--- src/design/fbc_pkg.sv ---
// shared types, constants and key selection function for the feistel block cipher
// no dependencies
package fbc_pkg;

  localparam int ROUND_COUNT_DEF = 16;
  localparam int KEY_REGS        = 8;
  localparam int KEY_REG_W       = 64;
  localparam int KEY_W           = KEY_REGS * KEY_REG_W;
  localparam int CFG_INDEX_W     = 4;
  localparam int HALF_W          = 32;
  localparam int BLOCK_W         = 2 * HALF_W;

  localparam logic OP_ENCRYPT = 1'b0;
  localparam logic OP_DECRYPT = 1'b1;

  typedef struct packed {
    logic              dec;
    logic [HALF_W-1:0] l;
    logic [HALF_W-1:0] r;
  } stage_t;

  // four key bytes from byte idx on, wrapping mod 64, first byte most significant
  function automatic logic [HALF_W-1:0] key_word_at(input logic [KEY_W-1:0] key,
                                                    input logic [5:0] idx);
    logic [KEY_W+HALF_W-1:0] ext;
    ext = {key, key[KEY_W-1 -: HALF_W]};
    return ext[KEY_W+HALF_W-1 - {idx, 3'b000} -: HALF_W];
  endfunction

endpackage

--- src/design/fbc_key_regs.sv ---
// key register file written through the configuration port
// depends on fbc_pkg
module fbc_key_regs (
  input  logic                             clk,
  input  logic                             rst,
  input  logic                             cfg_write,
  input  logic [fbc_pkg::CFG_INDEX_W-1:0]  cfg_index,
  input  logic [fbc_pkg::KEY_REG_W-1:0]    cfg_data,
  output logic [fbc_pkg::KEY_W-1:0]        key
);

  logic [fbc_pkg::KEY_REG_W-1:0] key_reg [fbc_pkg::KEY_REGS];

  always_ff @(posedge clk) begin
    if (rst) begin
      for (int i = 0; i < fbc_pkg::KEY_REGS; i++) key_reg[i] <= '0;
    end else if (cfg_write && (cfg_index < fbc_pkg::CFG_INDEX_W'(fbc_pkg::KEY_REGS))) begin
      key_reg[cfg_index[$clog2(fbc_pkg::KEY_REGS)-1:0]] <= cfg_data;
    end
  end

  always_comb begin
    for (int i = 0; i < fbc_pkg::KEY_REGS; i++) begin
      key[fbc_pkg::KEY_W-1 - i*fbc_pkg::KEY_REG_W -: fbc_pkg::KEY_REG_W] = key_reg[i];
    end
  end

endmodule

--- config.mk ---
export PLATFORM = sky130hd
export DESIGN_NAME = fbc_key_regs
export DESIGN_NICKNAME = d
export VERILOG_FILES = /design/src/design/fbc_pkg.sv /design/src/design/fbc_key_regs.sv
export SDC_FILE = /design/constraint.sdc
export NUM_CORES = 1
export LEC_CHECK = 0
export ABC_AREA = 1
export BUFFER_PORTS_ARGS = -buffer_cell sky130_fd_sc_hd__buf_4
export CAP_MARGIN = 5
export CORE_AREA = 2 2 224 226
export CTS_BUF_LIST = sky130_fd_sc_hd__clkbuf_4 sky130_fd_sc_hd__clkbuf_8
export DETAILED_ROUTE_END_ITERATION = 10
export DIE_AREA = 0 0 226 228
export PLACE_DENSITY_LB_ADDON = 0.15
export SLEW_MARGIN = 10
export SYNTH_ARGS = -nofsm -noshare
export SYNTH_HDL_FRONTEND = slang
export SYNTH_SLANG_ARGS = --single-unit
--- constraint.sdc ---
create_clock -name clk -period 19.8 [get_ports clk]
set_clock_uncertainty 0.15 [all_clocks]
set_input_delay 3.96 -clock clk [delete_from_list [all_inputs] [get_ports clk]]
set_output_delay 3.96 -clock clk [all_outputs]
set_load 0.01 [all_outputs]
==> results of run 1 <==
[cell families (layout without fill, tap and decap cells)]
kind of cell,Yosys count,count (layout)
buf+inv,147,809
simple gates,537,537
flops,512,512
compound gates,3,3
[cell usage in the layout (no fill, tap or decap), drive strengths merged]
cell type / Yosys / layout
nor3: 192 / 192
clkbuf: 19 / 109
buf: 59 / 586
o21ai: 3 / 3
clkinv: 0 / 39
inv: 69 / 71
nand3: 4 / 4
nand2: 15 / 15
clkinvlp: 0 / 2
nor2: 326 / 326
bufinv: 0 / 2
edfxtp: 512 / 512
[routing by layer]
metal | track usage [%] | vias up | part of all wire, %
met3 | 9.43 | 87 | 11
met1 | 27.7 | 6064 | 38
li1 | - | 5435 | -
met4 | 8.03 | 0 | 2.6
met5 | 0 | - | 0
met2 | 36.4 | 526 | 48
[layout make-up]
cell class / count / area (um^2) / area share (%)
Sequential cell: 512 / 15400 / 61.7
Inverter: 69 / 259 / 1.04
Clock inverter: 45 / 259 / 1.04
Timing Repair Buffer: 586 / 4400 / 17.6
Multi-Input combinational cell: 540 / 2440 / 9.79
Clock buffer: 109 / 1360 / 5.46
Tap cell: 672 / 841 / 3.37
[power by group]
group / switching [mW] / leakage, nW / internal [mW]
clock: 0.426 / 0.863 / 0.478
combinational: 0.139 / 4.11 / 0.0877
sequential: 0.0236 / 4.89 / 1.26
total: 0.588 / 9.87 / 1.82
[worst max path at each step]
stage | end | cells after the start | slack (ns)
after global routing | key_reg[4][0] | 6 | 13.36
after detailed placement | key_reg[4][37] | 6 | 12.79
after CTS | key_reg[4][42] | 6 | 13.52
final | key_reg[4][42] | 6 | 13.52
after floorplan | key_reg[3][0] | 4 | 10.23
after global placement | key_reg[4][38] | 6 | 12.89
[through the flow]
step / instance area [um^2] / instances / setup slack (ns) / power [mW]
3_3_place_gp: 23300 / 2379 / 12.89 / 1.53
4_1_cts: 24900 / 2533 / 13.52 / 2.43
3_5_place_dp: 23300 / 2379 / 12.79 / 1.53
6_report: 24900 / 2533 / 13.52 / 2.41
2_1_floorplan: 18300 / 1199 / 10.23 / 1.38
5_1_grt: 24900 / 2533 / 13.36 / 2.49
[synth_stat cells]
cell / count / area (um^2)
inv_2: 1 / 3.75
nor2_1: 325 / 1220
buf_4: 6 / 45.0
o21ai_0: 3 / 15.0
clkbuf_1: 19 / 71.3
buf_2: 52 / 260
edfxtp_1: 512 / 15400
nand3_1: 4 / 20.0
nor2_4: 1 / 11.3
inv_1: 68 / 255
buf_1: 1 / 3.75
nor3_1: 192 / 961
nand2_1: 15 / 56.3
[worst max-delay path, delay by kind of cell]
kind / cells / cell delay, ns
buffers and inverters: 2 / 0.22
and+or+nand+nor: 4 / 2.10
==> results.py, run 1 <==
metrics = {
    "synthesis": {
        "yosys.area_share.simple_pct": 12.4,
        "synth-compound-area-share_pct": 0.0821,
        "synth_seq_cells": 512,
        "synth_top_family_by_area": "simple AND/OR/NAND/NOR gates",
        "yosysWarnings": 0,
        "synth_area_um2": 18300,
        "synth_adder_area_share_pct": 0,
        "synth_fp_nets": 1270,
        "syn_inst": 1199,
        "synth_xor_area_share_pct": 0,
        "seq_area_frac_synth_pct": 84.0,
        "synth.distinct_cells": 13,
        "synthMuxAreaShare_pct": 0,
        "avgSynthCellArea_um2": 15.3,
    },
    "run": {
        "maxCapViolCount": 0,
    },
    "final_layout": {
        "fin_nets": 1864,
        "antennaDiodeCount": 0,
        "final_util_pct": 50.5,
        "syn2layout_area_growth_pct": 36.3,
        "fillers": 4329,
        "drive_above_1_share_pct": 39.5,
        "largest_register_ffs": 512,
    },
    "route": {
        "postRouteAntennaNets": 0,
        "drc": 0,
        "first_pass_iters": 4,
        "drtIter0Drc": 803,
        "via_count": 12100,
        "wl_per_cell_um": 23.4,
        "detail_route.vias_per_cell": 4.78,
        "routed_wl_um": 59400,
    },
    "critical_path": {
        "crit_type": "in2reg",
        "crit_path_end_kind": "register",
        "cpMostUsedCell": "nand2_4",
        "critPathSlowestCell": "nand2_4",
        "critPathArrivalTime_ns": 6.39,
        "crit_fanout": 65,
        "required_ns": 19.90,
        "cp-start-kind": "primary input",
        "path_cells": "buf_4 -> inv_1 -> nand2_1 -> nor2_4 -> nand2_4 -> nand2_4",
        "max_stage_delay_ns": 0.98,
        "critPathLaunch": "cfg_index[3]",
    },
    "sta": {
        "hold_viol": 0,
        "worst_slew_pin_slew_ns": 1.12,
        "layout_min_cycle_time_ns": 6.28,
        "layout_worst_path_cycle_share_pct": 31.7,
        "rsz0062_at_grt": "false",
        "worst_hold_slack_ns": 3.60,
        "setup_viol": 0,
        "tns_ns": 0,
        "maxSlewHeadroom_pct": 25.2,
        "timing.fmax_mhz": 159,
        "maxSlewViolCount": 0,
    },
    "floorplan": {
        "start_util_pct": 37.1,
        "rows": 82,
        "ios": 583,
        "core_area_um2": 49300,
        "dieArea_um2": 51500,
        "die_x_um": 226,
        "dieHeight_um": 228,
    },
    "cts": {
        "cts_inserted_buffers": 84,
        "clkSinkCount": 512,
        "cts_tree": "yes",
        "cts.clk_slew.worst_paths_ns": 0.06,
        "clockRootBuffer": "clkbuf_8",
        "ctsResizeCount": 0,
        "h-tree-depth": 3,
        "post_cts_buffers": 0,
        "hold_buffers": 0,
        "ctsLongestPathBuffers": 3,
    },
    "grt": {
        "grt_pass1_vias": 12100,
        "antenna_found_initial": 0,
        "overflow": 0,
        "grt_start_max_net_pins": 105,
        "grt_pass1_wl_um": 84300,
        "grt.total_usage_pct": 22.8,
    },
    "pwr": {
        "power_density_nw_per_um2": 96.7,
        "leakage_nw": 9.87,
        "ir_worst_vdd_v": 0.0000509,
    },
    "worst_hold_path": {
        "hp-class": "in2reg",
        "hold_start": "cfg_data[56]",
        "hold_path_depth": 3,
        "holdPathEnd": "key_reg[1][56]",
    },
    "place": {
        "portBuffers": 582,
        "hpwl_um": 38300,
        "routabilityCongestion": 0.799,
    },
    "run_status": {
        "outcome": "completed",
    },
}
(Power assumes the default switching activity.)
==> run 2: changes to the inputs <==
--- a/config.mk
+++ b/config.mk
@@ -5,13 +5,13 @@
 export SDC_FILE = /design/constraint.sdc
 export NUM_CORES = 1
 export LEC_CHECK = 0
-export ABC_AREA = 1
+export ABC_AREA = 0
 export BUFFER_PORTS_ARGS = -buffer_cell sky130_fd_sc_hd__buf_4
 export CAP_MARGIN = 5
-export CORE_AREA = 2 2 224 226
+export CORE_AREA = 2 2 225 227
 export CTS_BUF_LIST = sky130_fd_sc_hd__clkbuf_4 sky130_fd_sc_hd__clkbuf_8
 export DETAILED_ROUTE_END_ITERATION = 10
-export DIE_AREA = 0 0 226 228
+export DIE_AREA = 0 0 227 229
 export PLACE_DENSITY_LB_ADDON = 0.15
 export SLEW_MARGIN = 10
 export SYNTH_ARGS = -nofsm -noshare
==> constraint.sdc (replaced) <==
create_clock -name clk -period 6 [get_ports clk]
set_clock_uncertainty 0.15 [all_clocks]
set_input_delay 1.2 -clock clk [delete_from_list [all_inputs] [get_ports clk]]
set_output_delay 1.2 -clock clk [all_outputs]
set_load 0.01 [all_outputs]
==> run 2 against run 1 <==
  * Sequential power rose to 3.3 times the previous value
  * Routed wire length is 9.1% higher
  * Core utilization is 2.2 points higher
  * Total power grew to 3.3 times the previous value
  * Sequential share of layout area down 2.9 points
  * Synthesized area increased by 7.0%
  * Hold slack worse by 2.7 ns
  * Setup slack got worse by 11 ns
  * Combinational power grew to 3.7 times the previous value
  * Largest cell class unchanged
  * Largest power group unchanged
  * Highest routed layer unchanged
==> results.py, run 2 <==
metrics = {
    "run_status": {
        "outcome": "completed",
    },
    "place": {
        "portBuffers": 582,
        "hpwl_um": 41300,
        "routabilityCongestion": 0.804,
        "place_ws_ns": 1.72,
        "place_area_um2": 24600,
    },
    "final_layout": {
        "syn2layout_area_growth_pct": 33.8,
        "largest_register_ffs": 512,
        "antennaDiodeCount": 0,
        "layout_common_cells": "605 x buf_4, 512 x edfxtp_1, 368 x nor3_1",
        "drive_above_1_share_pct": 48.3,
        "postLayoutCellArea_um2": 26200,
        "fin_nets": 1870,
        "final_util_pct": 52.7,
        "layout_commonest_cell": "buf_4",
    },
    "critical_path": {
        "required_ns": 6.17,
        "critPathLaunch": "rst",
        "critPathSlowestCell": "o21bai_4",
        "cp-start-kind": "primary input",
        "cpLargestDelayFamily": "compound AO/OA/AOI/OAI gates",
        "crit_fanout": 73,
        "crit_buf_inv": 2,
        "max_stage_delay_ns": 1.00,
        "crit_type": "in2reg",
        "critPathArrivalTime_ns": 3.73,
        "crit_path_end_kind": "register",
        "path_cells": "buf_4 -> or4b_4 -> o21bai_4 -> buf_12",
    },
    "synthesis": {
        "synth_area_leaders": "edfxtp_1 79%, nor3_1 9.4%, nor3_2 7.4%",
        "synth_area_um2": 19600,
        "avgSynthCellArea_um2": 16.1,
        "synth_top_area_share_pct": 78.6,
        "syn_inst": 1219,
        "ys.flop_type": "edfxtp_1",
        "synthArstFlopShare_pct": 0,
        "yosysWarnings": 0,
        "synth.distinct_cells": 15,
        "synth.most_common_cell": "edfxtp_1",
        "synth_seq_cells": 512,
        "synthTopCellsByCount": "512 x edfxtp_1, 368 x nor3_1, 144 x nor3_2, 68 x clkbuf_1, 64 x clkinv_1",
        "yosys.area.top_type": "edfxtp_1",
        "synth_edf_count": 512,
        "seq_area_frac_synth_pct": 78.6,
        "synth_fp_nets": 1290,
    },
    "grt": {
        "grt_start_max_net_pins": 76,
        "overflow": 0,
        "antenna_found_initial": 0,
        "grt_pass1_wl_um": 92100,
        "grt_pass1_vias": 13000,
        "grt.total_usage_pct": 24.6,
    },
    "route": {
        "via_count": 13100,
        "first_pass_iters": 5,
        "drtIter0Drc": 1013,
        "routed_wl_um": 64800,
        "postRouteAntennaNets": 0,
        "wl_per_cell_um": 25.7,
        "drc": 0,
        "detail_route.vias_per_cell": 5.17,
    },
    "floorplan": {
        "die_x_um": 227,
        "start_util_pct": 39.4,
        "dieArea_um2": 52000,
        "rows": 82,
        "dieHeight_um": 229,
        "ios": 583,
        "core_area_um2": 49700,
    },
    "sta": {
        "maxSlewViolCount": 0,
        "layout_min_cycle_time_ns": 3.57,
        "timing.fmax_mhz": 280,
        "tns_ns": 0,
        "worst_slew_pin_slew_ns": 1.23,
        "rsz0062_at_grt": "false",
        "setup_viol": 0,
        "hold_viol": 0,
        "setup_slack_ns": 2.43,
        "layout_worst_path_cycle_share_pct": 59.5,
        "maxSlewHeadroom_pct": 18.2,
    },
    "pwr": {
        "leakage_nw": 9.16,
        "ir_worst_vdd_v": 0.000145,
        "power_density_nw_per_um2": 306,
    },
    "worst_hold_path": {
        "hp-class": "in2reg",
        "holdPathEnd": "key_reg[7][14]",
        "hold_path_depth": 2,
        "hold_start": "rst",
    },
    "cts": {
        "ctsLongestPathBuffers": 3,
        "post_cts_buffers": 0,
        "clkSinkCount": 512,
        "cts.clk_slew.worst_paths_ns": 0.06,
        "clockRootBuffer": "clkbuf_8",
        "hold_buffers": 0,
        "ctsResizeCount": 0,
        "cts_tree": "yes",
        "cts_inserted_buffers": 86,
        "h-tree-depth": 3,
    },
    "run": {
        "maxCapViolCount": 0,
    },
}
[run 2: cell types whose count changed in the layout (fill, tap and decap cells not counted), sizes merged, moves of 10 or more]
cell | before | now
nor3 | 192 | 512
nand2 | 15 | 1
nor2 | 326 | 0
inv | 71 | 1
clkinv | 39 | 82
buf | 586 | 609
clkbuf | 109 | 119
[run 2: cells by family (layout without fill, tap and decap cells)]
group                  after synthesis  count (layout)  synth area share [%]
buffers and inverters              181             815                  4.12
and+or+nand+nor                    518             518                  17.0
AOI/OAI and AO/OA                    8               8                 0.307
DFF                                512             512                  78.6
[run 2: routing by layer]
layer | routed length (um) | vias to the layer above | track usage (%)
met5 | 0 | - | 0
met4 | 2290 | 0 | 10.0
met3 | 6010 | 112 | 8.02
met2 | 31300 | 596 | 38.7
met1 | 25200 | 6573 | 31.4
li1 | - | 5772 | -
[run 2: worst max-delay path by stage]
stage,to,slack (ns),cells after the start
after detailed placement,key_reg[5][60],1.72,4
after CTS,key_reg[5][57],2.43,4
after floorplan,key_reg[5][0],0.18,5
final,key_reg[5][29],2.43,4
after global routing,key_reg[5][29],2.39,4
after global placement,key_reg[5][29],1.77,4
[run 2: final cells by class]
cell class,instances,area (um^2)
Sequential cell,512,15400
Inverter,64,240
Timing Repair Buffer,609,4620
Tap cell,672,841
Clock buffer,119,1440
Multi-Input combinational cell,526,3520
Fill cell,4316,23500
Clock inverter,23,134
[run 2: stage by stage]
step / power (mW) / std cells / hold WS (ns)
after floorplan: 4.60 / 1219 / 1.38
after global placement: 5.14 / 2383 / 1.46
after detailed placement: 5.14 / 2383 / 1.46
after CTS: 8.09 / 2525 / 0.848
after global routing: 8.29 / 2525 / 0.870
final: 8.02 / 2525 / 0.899
[run 2: power breakdown]
part / switching [mW] / leakage [nW] / total, mW / internal (mW)
clock: 1.38 / 0.832 / 2.97 / 1.58
combinational: 0.532 / 3.44 / 0.839 / 0.306
sequential: 0.0756 / 4.88 / 4.22 / 4.14
total: 1.99 / 9.16 / 8.02 / 6.03
